[config.mk]
export PLATFORM = sky130hd
export DESIGN_NAME = address_range_map_table
export DESIGN_NICKNAME = d
export VERILOG_FILES = /design/src/hw/rtl/armt_pkg.sv /design/src/hw/rtl/address_range_map_table.sv /design/src/hw/rtl/armt_store.sv /design/src/hw/rtl/armt_ctrl.sv
export SDC_FILE = /design/constraint.sdc
export NUM_CORES = 2
export LEC_CHECK = 0
export ABC_AREA = 1
export BUFFER_PORTS_ARGS = -buffer_cell sky130_fd_sc_hd__buf_2
export CORE_MARGIN = 4
export CORE_UTILIZATION = 25
export CTS_CLUSTER_SIZE = 20
export DETAILED_ROUTE_END_ITERATION = 8
export PLACE_DENSITY_LB_ADDON = 0.15
export SYNTH_ARGS = -nofsm -noshare
export SYNTH_HDL_FRONTEND = slang
export SYNTH_SLANG_ARGS = --single-unit
[constraint.sdc]
create_clock -name aclk -period 14.7 [get_ports aclk]
set_input_delay 2.94 -clock aclk [delete_from_list [all_inputs] [get_ports aclk]]
set_output_delay 2.94 -clock aclk [all_outputs]
set_load 0.1 [all_outputs]
[src/hw/rtl/armt_pkg.sv]
package armt_pkg;

    localparam int ADDR_W = 32;
    localparam int TAG_W  = 8;
    localparam int OIDX_W = 4;

    localparam logic CMD_INSERT = 1'b0;
    localparam logic CMD_LOOKUP = 1'b1;

    typedef struct packed {
        logic [ADDR_W-1:0] start;
        logic [ADDR_W-1:0] last;
        logic [ADDR_W-1:0] len;
        logic [TAG_W-1:0]  tag;
    } entry_t;

    typedef struct packed {
        logic              hit;
        logic [OIDX_W-1:0] idx;
        logic [TAG_W-1:0]  tag;
        logic [ADDR_W-1:0] start;
        logic [ADDR_W-1:0] len;
        logic              full;
    } result_t;

endpackage

[src/hw/rtl/address_range_map_table.sv]
// Channel   Direction  Fields
// s_        in         cmd, addr, range_len, device_tag
// m_        out        hit, entry_index, tag_out, match_start, match_len, table_full
//
// An insert's result is registered in the controller and moves to the output register once that register can take it.
// A lookup reads one stored range per cycle through a single comparator, ending early on the first match.
// Reset is synchronous and active low; it empties the table.
// The input side takes a new transfer while a result still waits in the output register.
module address_range_map_table import armt_pkg::*; #(
    parameter int MAX_RANGES = 16
) (
    input  logic              aclk,
    input  logic              aresetn,
    input  logic              s_valid,
    output logic              s_ready,
    input  logic              s_cmd,
    input  logic [ADDR_W-1:0] s_addr,
    input  logic [ADDR_W-1:0] s_range_len,
    input  logic [TAG_W-1:0]  s_device_tag,
    output logic              m_valid,
    input  logic              m_ready,
    output logic              m_hit,
    output logic [OIDX_W-1:0] m_entry_index,
    output logic [TAG_W-1:0]  m_tag_out,
    output logic [ADDR_W-1:0] m_match_start,
    output logic [ADDR_W-1:0] m_match_len,
    output logic              m_table_full
);

    localparam int IDX_W = (MAX_RANGES > 1) ? $clog2(MAX_RANGES) : 1;
    localparam int CNT_W = $clog2(MAX_RANGES + 1);

    logic             wr_en;
    logic [IDX_W-1:0] wr_addr;
    entry_t           wr_data;
    logic             rd_en;
    logic [IDX_W-1:0] rd_addr;
    entry_t           rd_data;
    logic             res_valid;
    logic             res_ready;
    result_t          res;
    logic             m_valid_reg;
    result_t          out_reg;

    armt_ctrl #(
        .MAX_RANGES (MAX_RANGES),
        .IDX_W      (IDX_W),
        .CNT_W      (CNT_W)
    ) u_ctrl (
        .aclk         (aclk),
        .aresetn      (aresetn),
        .s_valid      (s_valid),
        .s_ready      (s_ready),
        .s_cmd        (s_cmd),
        .s_addr       (s_addr),
        .s_range_len  (s_range_len),
        .s_device_tag (s_device_tag),
        .wr_en        (wr_en),
        .wr_addr      (wr_addr),
        .wr_data      (wr_data),
        .rd_en        (rd_en),
        .rd_addr      (rd_addr),
        .rd_data      (rd_data),
        .res_valid    (res_valid),
        .res_ready    (res_ready),
        .res          (res)
    );

    armt_store #(
        .MAX_RANGES (MAX_RANGES),
        .IDX_W      (IDX_W)
    ) u_store (
        .aclk    (aclk),
        .wr_en   (wr_en),
        .wr_addr (wr_addr),
        .wr_data (wr_data),
        .rd_en   (rd_en),
        .rd_addr (rd_addr),
        .rd_data (rd_data)
    );

    assign res_ready = !m_valid_reg || m_ready;

    always_ff @(posedge aclk) begin
        if (!aresetn) begin
            m_valid_reg <= 1'b0;
        end else if (res_ready) begin
            m_valid_reg <= res_valid;
        end
        if (res_valid && res_ready) begin
            out_reg <= res;
        end
    end

    assign m_valid       = m_valid_reg;
    assign m_hit         = out_reg.hit;
    assign m_entry_index = out_reg.idx;
    assign m_tag_out     = out_reg.tag;
    assign m_match_start = out_reg.start;
    assign m_match_len   = out_reg.len;
    assign m_table_full  = out_reg.full;

endmodule

[src/hw/rtl/armt_store.sv]
module armt_store import armt_pkg::*; #(
    parameter int MAX_RANGES = 16,
    parameter int IDX_W      = 4
) (
    input  logic             aclk,
    input  logic             wr_en,
    input  logic [IDX_W-1:0] wr_addr,
    input  entry_t           wr_data,
    input  logic             rd_en,
    input  logic [IDX_W-1:0] rd_addr,
    output entry_t           rd_data
);

    entry_t mem [MAX_RANGES];
    entry_t rd_data_reg;

    always_ff @(posedge aclk) begin
        if (wr_en) begin
            mem[wr_addr] <= wr_data;
        end
    end

    always_ff @(posedge aclk) begin
        if (rd_en) begin
            rd_data_reg <= mem[rd_addr];
        end
    end

    assign rd_data = rd_data_reg;

endmodule

[src/hw/rtl/armt_ctrl.sv]
module armt_ctrl import armt_pkg::*; #(
    parameter int MAX_RANGES = 16,
    parameter int IDX_W      = 4,
    parameter int CNT_W      = 5
) (
    input  logic              aclk,
    input  logic              aresetn,
    input  logic              s_valid,
    output logic              s_ready,
    input  logic              s_cmd,
    input  logic [ADDR_W-1:0] s_addr,
    input  logic [ADDR_W-1:0] s_range_len,
    input  logic [TAG_W-1:0]  s_device_tag,
    output logic              wr_en,
    output logic [IDX_W-1:0]  wr_addr,
    output entry_t            wr_data,
    output logic              rd_en,
    output logic [IDX_W-1:0]  rd_addr,
    input  entry_t            rd_data,
    output logic              res_valid,
    input  logic              res_ready,
    output result_t           res
);

    typedef enum logic [1:0] {
        ST_IDLE,
        ST_LOOK,
        ST_DONE
    } state_t;

    localparam logic [CNT_W-1:0] FULL_COUNT = CNT_W'(MAX_RANGES);

    state_t            state_reg, state_next;
    logic [CNT_W-1:0]  used_reg, used_next;
    logic [CNT_W-1:0]  rd_idx_reg, rd_idx_next;
    logic              cmp_vld_reg, cmp_vld_next;
    logic [IDX_W-1:0]  cmp_idx_reg, cmp_idx_next;
    logic [ADDR_W-1:0] addr_reg, addr_next;
    result_t           res_reg, res_next;
    logic              match;
    logic [IDX_W+OIDX_W-1:0] cmp_idx_ext;
    logic [IDX_W+OIDX_W-1:0] used_ext;

    assign match       = (rd_data.start <= addr_reg) && (addr_reg <= rd_data.last);
    assign cmp_idx_ext = {{OIDX_W{1'b0}}, cmp_idx_reg};
    assign used_ext    = {{OIDX_W{1'b0}}, used_reg[IDX_W-1:0]};

    always_comb begin
        state_next   = state_reg;
        used_next    = used_reg;
        rd_idx_next  = rd_idx_reg;
        cmp_vld_next = cmp_vld_reg;
        cmp_idx_next = cmp_idx_reg;
        addr_next    = addr_reg;
        res_next     = res_reg;
        wr_en        = 1'b0;
        wr_addr      = used_reg[IDX_W-1:0];
        wr_data      = '{start: s_addr,
                         last:  s_addr + s_range_len - 32'd1,
                         len:   s_range_len,
                         tag:   s_device_tag};
        rd_en        = 1'b0;
        rd_addr      = rd_idx_reg[IDX_W-1:0];

        unique case (state_reg)
            ST_IDLE: begin
                if (s_valid) begin
                    if (s_cmd == CMD_INSERT) begin
                        res_next = '0;
                        if (used_reg == FULL_COUNT) begin
                            res_next.full = 1'b1;
                        end else begin
                            wr_en        = 1'b1;
                            res_next.idx = used_ext[OIDX_W-1:0];
                            used_next    = used_reg + CNT_W'(1);
                        end
                        state_next = ST_DONE;
                    end else begin
                        addr_next    = s_addr;
                        rd_idx_next  = '0;
                        cmp_vld_next = 1'b0;
                        state_next   = ST_LOOK;
                    end
                end
            end
            ST_LOOK: begin
                if (cmp_vld_reg && match) begin
                    res_next = '{hit:   1'b1,
                                 idx:   cmp_idx_ext[OIDX_W-1:0],
                                 tag:   rd_data.tag,
                                 start: rd_data.start,
                                 len:   rd_data.len,
                                 full:  1'b0};
                    state_next = ST_DONE;
                end else if (rd_idx_reg < used_reg) begin
                    rd_en        = 1'b1;
                    cmp_vld_next = 1'b1;
                    cmp_idx_next = rd_idx_reg[IDX_W-1:0];
                    rd_idx_next  = rd_idx_reg + CNT_W'(1);
                end else if (cmp_vld_reg) begin
                    cmp_vld_next = 1'b0;
                end else begin
                    res_next   = '0;
                    state_next = ST_DONE;
                end
            end
            ST_DONE: begin
                if (res_ready) begin
                    state_next = ST_IDLE;
                end
            end
            default: begin
                state_next = ST_IDLE;
            end
        endcase
    end

    always_ff @(posedge aclk) begin
        if (!aresetn) begin
            state_reg   <= ST_IDLE;
            used_reg    <= '0;
            cmp_vld_reg <= 1'b0;
        end else begin
            state_reg   <= state_next;
            used_reg    <= used_next;
            cmp_vld_reg <= cmp_vld_next;
        end
        rd_idx_reg  <= rd_idx_next;
        cmp_idx_reg <= cmp_idx_next;
        addr_reg    <= addr_next;
        res_reg     <= res_next;
    end

    assign s_ready   = (state_reg == ST_IDLE);
    assign res_valid = (state_reg == ST_DONE);
    assign res       = res_reg;

endmodule
==> metrics.log <==
INFO  metric multi_input_gate_area_in_the_final_layout = 17320 µm²
INFO  metric outcome = complete, no violations
INFO  metric netlist_area_pre_place = 79180 µm²
INFO  metric fillCellCount = 31760
INFO  metric peakVddDrop = 0.00009042 V
INFO  metric globalRouteMet2Util = 23.45%
INFO  metric die_outline_area = 325800 µm²
INFO  metric synth.ff_latch_count = 1974
INFO  metric flip_flop_count_of_the_largest_register_all_copies_and_words_added = around 1700
INFO  metric min-delay-path-class = flip-flop to flip-flop
INFO  metric worstSetupStartpointType = primary input
INFO  metric critical_path.n_buffers_inverters = 4
INFO  metric row_count = 206
INFO  metric finish.cell_count_without_fillers = 10040
INFO  metric syn-num-nets = about 5800
INFO  metric clkLatencyLatePin = 0.87 ns
INFO  metric setup-violations-final = 0
INFO  metric hold_buffers = 0
INFO  metric crit_path_max_incr_delay = 1.04 ns
INFO  metric final_cell_mix = sky130_fd_sc_hd__edfxtp_1 (1965), sky130_fd_sc_hd__nor2_1 (980), sky130_fd_sc_hd__o21ai_0 (443)
INFO  metric gr_met1_demand_resource = between 10% and 20%
INFO  metric finalSetupTns = 0 ns
INFO  metric syn-mean-instance-area = 14.22 µm²
INFO  metric sequential_standard_cell_area = about 59000 µm²
INFO  metric post-route-cell-area = 91040 µm²
INFO  metric gr-total-overflow = 0
INFO  metric gr-max-usage-layer = met2
INFO  metric setup.reg_to_reg.worst_slack = ~9.5 ns
INFO  metric top_level_ports = roughly 160
INFO  metric cp_top_family = XOR/XNOR gates
INFO  metric cp-end-kind = flip-flop
INFO  metric final_util = 28.88%
INFO  metric final_max_slew_viol_count = 0
INFO  metric post_drt_via_cell_ratio = 4.554
INFO  metric power_density = 141.6 nW/µm²
INFO  metric cts.repair_timing.setup_buffer_count = 0
INFO  metric max_freq = 162.4 MHz
INFO  metric grt_start_max_net_pins = about 180
INFO  metric avgRoutedWirePerCell = 23.32 µm
INFO  metric reg2regPathDepth = 8
INFO  metric layout.nets = about 5900
INFO  metric path_class = primary input to flip-flop
INFO  metric post-route-drc-count = 0
INFO  metric crit_top_cell = sky130_fd_sc_hd__inv_1
INFO  metric grt_first_pass_wirelength = 336200 µm
INFO  metric first_global_vias = roughly 46000
INFO  metric timing.clock.skew = 0.07516 ns
INFO  metric port_buffers = 156
INFO  metric timing.critical_path.slowest_stage_cell = sky130_fd_sc_hd__xor2_1
INFO  metric worst-slew-pin-transition = between 1 and 1.5 ns
INFO  metric gp_congestion = ~0.77
INFO  metric place_area = ~85000 µm²
INFO  metric core-area = about 320000 µm²
INFO  metric path_cells = buf_2 -> inv_1 -> ha_1 -> inv_1 -> ha_1 -> inv_1 -> fa_1 -> o21ai_2 -> a21oi_4 -> o21bai_2 -> a21oi_2 -> o21ai_1 -> xor2_1
INFO  metric reg2reg_from = u_ctrl.rd_idx_reg[1]
INFO  metric dpl.cell_count = 9655
INFO  metric finalHoldViolations = 0
INFO  metric cp_max_fo = 17
INFO  metric worstReg2RegEnd = u_store.rd_data[70]
INFO  metric cap_viol_max_count = 0
INFO  metric syn2layout_area_growth = 14.98%
INFO  metric number_of_instances_in_the_synthesized_netlist = 5570
INFO  metric worst_setup_hold_path_clk_slew = roughly 0.06 ns
INFO  metric detail_route.iter0.violations = between 3000 and 4000
INFO  metric via_count = 45730
INFO  metric layout_min_cycle_time = 6.157 ns
INFO  metric die_width = 570.8 µm
INFO  metric clock_tree.root_cell = sky130_fd_sc_hd__clkbuf_16
INFO  metric detail-route-antenna-nets = 0
INFO  metric crit_path_start = s_range_len[1]
INFO  metric global_route.usage.total = 13.99%
INFO  metric worstSetupPathDepth = 13
INFO  metric htree_num_levels = 4
INFO  metric place_hpwl = approximately 130000 µm
INFO  metric cp_data_arrival_time = 6.62 ns
INFO  metric grt_setup_unrepaired = no
INFO  metric clock-sinks = ~2000
INFO  metric firstDrtPassIters = 5
INFO  metric crit_required = 15.17 ns
INFO  metric worstSetupEndpoint = u_store.mem[15][61]
INFO  metric die_height = 570.8 µm
INFO  metric mostFrequentLayoutCell = sky130_fd_sc_hd__edfxtp_1
INFO  metric layout-drive-gt1-share = approximately a tenth
INFO  metric ys_dominant_reg_cell = sky130_fd_sc_hd__edfxtp_1
INFO  metric tritoncts = built
INFO  metric maxSlewHeadroom = 9.134%
INFO  metric tritoncts_buffer_count = 218
INFO  metric leakage = around 0.03 µW
INFO  metric synth_async_sr_flop_share = 0%
INFO  metric drt_wl_total = 234200 µm
INFO  metric synth_edf_count = 1965
INFO  metric start_util = 25.12%
INFO  metric grt_antenna_before_repair = 28
INFO  metric synth_sequential_area_ratio = 74.75%
INFO  metric yosys.cell_types.count = 46
INFO  metric cts-root-to-sink-buffers = 4
INFO  metric total_power = 12890 µW
INFO  metric post_cts_resized = 0
INFO  metric portion_of_the_clock_cycle_consumed_by_the_worst_path_in_the_final_layout = 41.88%
INFO  metric globalRouteMet3Util = 1.919%
INFO  metric synth.yosys.warnings = 0
==> final cells by class <==
| type | instances | area share, % |
|---|---|---|
| multi-input cells | 2950 | 19.02 |
| diodes | 5 | 0.01374 |
| flip-flops and latches | 1974 | 65.01 |
| inverters | 323 | 1.359 |
| well taps | 4160 | 5.717 |
| clock inverters | 106 | 0.8411 |
| clock buffers | 274 | 6.246 |
| repair buffers | 249 | 1.789 |
==> through the flow <==
step	worst slack (ns)	hold slack [ns]
CTS	8.578	0.3405
global placement	7.654	0.4009
global route	8.288	0.3726
floorplan	5.812	0.4003
finish	8.543	0.3476
detailed placement	7.614	0.4045
==> routing by layer <==
metal / vias to the layer above / wire, µm
li1: 21020 / -
met1: 23630 / 110100
met2: 788 / 112000
met3: 286 / 8516
met4: 12 / 3544
met5: - / 77
==> worst reg2reg max path: cells and delay by family, from the launching register on <==
| kind | cells | cell delay, ns |
|---|---|---|
| flops | 1 | 0.38 |
| simple gates | 1 | 0.27 |
| compound gates | 2 | 0.49 |
| buf+inv | 5 | 3.74 |
==> cell families (layout without fill, tap and decap cells) <==
family,after synthesis,in the layout,synth area share [%]
compound gates,1011,1011,8.641
other cells,0,5,0
fa+ha+maj,135,135,2.143
xor+xnor,29,29,0.3208
flops,1974,1974,74.75
mux,169,169,2.136
simple gates,1606,1606,8.426
buf+inv,646,952,3.582
==> cells in the mapped netlist, types with 8 or more instances <==
| cell | count | area, µm² |
|---|---|---|
| sky130_fd_sc_hd__a21oi_1 | 71 | 355.3 |
| sky130_fd_sc_hd__buf_1 | 16 | 60.06 |
| sky130_fd_sc_hd__buf_2 | 79 | 395.4 |
| sky130_fd_sc_hd__buf_4 | 41 | 307.8 |
| sky130_fd_sc_hd__buf_6 | 12 | 135.1 |
| sky130_fd_sc_hd__clkbuf_1 | 170 | 638.1 |
| sky130_fd_sc_hd__dfxtp_1 | 9 | 180.2 |
| sky130_fd_sc_hd__edfxtp_1 | 1965 | 59010 |
| sky130_fd_sc_hd__ha_1 | 134 | 1677 |
| sky130_fd_sc_hd__inv_1 | 320 | 1201 |
| sky130_fd_sc_hd__mux2i_1 | 169 | 1692 |
| sky130_fd_sc_hd__nand2_1 | 349 | 1310 |
| sky130_fd_sc_hd__nand3_1 | 178 | 890.9 |
| sky130_fd_sc_hd__nand4_1 | 8 | 50.05 |
| sky130_fd_sc_hd__nor2_1 | 999 | 3750 |
| sky130_fd_sc_hd__nor2_2 | 22 | 137.6 |
| sky130_fd_sc_hd__nor2_4 | 40 | 450.4 |
| sky130_fd_sc_hd__o211ai_1 | 41 | 307.8 |
| sky130_fd_sc_hd__o21ai_0 | 443 | 2217 |
| sky130_fd_sc_hd__o21bai_1 | 9 | 67.56 |
| sky130_fd_sc_hd__o221ai_1 | 169 | 1480 |
| sky130_fd_sc_hd__o32ai_1 | 247 | 2163 |
| sky130_fd_sc_hd__xnor2_1 | 11 | 96.34 |
| sky130_fd_sc_hd__xor2_1 | 18 | 157.7 |
==> power breakdown <==
| part | internal [µW] | switching [µW] |
|---|---|---|
| logic | 299 | 1020 |
| clock network | 2860 | 2220 |
| registers | 6460 | 31.3 |
| total | 9620 | 3270 |
==> worst min path at each step <==
stage                   startpoint                 to  depth (start not counted)
detailed placement  u_ctrl.res[76]   m_entry_index[3]                          0
floorplan           u_ctrl.res[73]   m_entry_index[0]                          0
CTS                 u_ctrl.res[45]  m_match_start[12]                          0
global route        u_ctrl.res[45]  m_match_start[12]                          0
global placement     u_ctrl.res[8]     m_match_len[7]                          0
finish              u_ctrl.res[45]  m_match_start[12]                          0
Power figures use the tool's default switching activity.
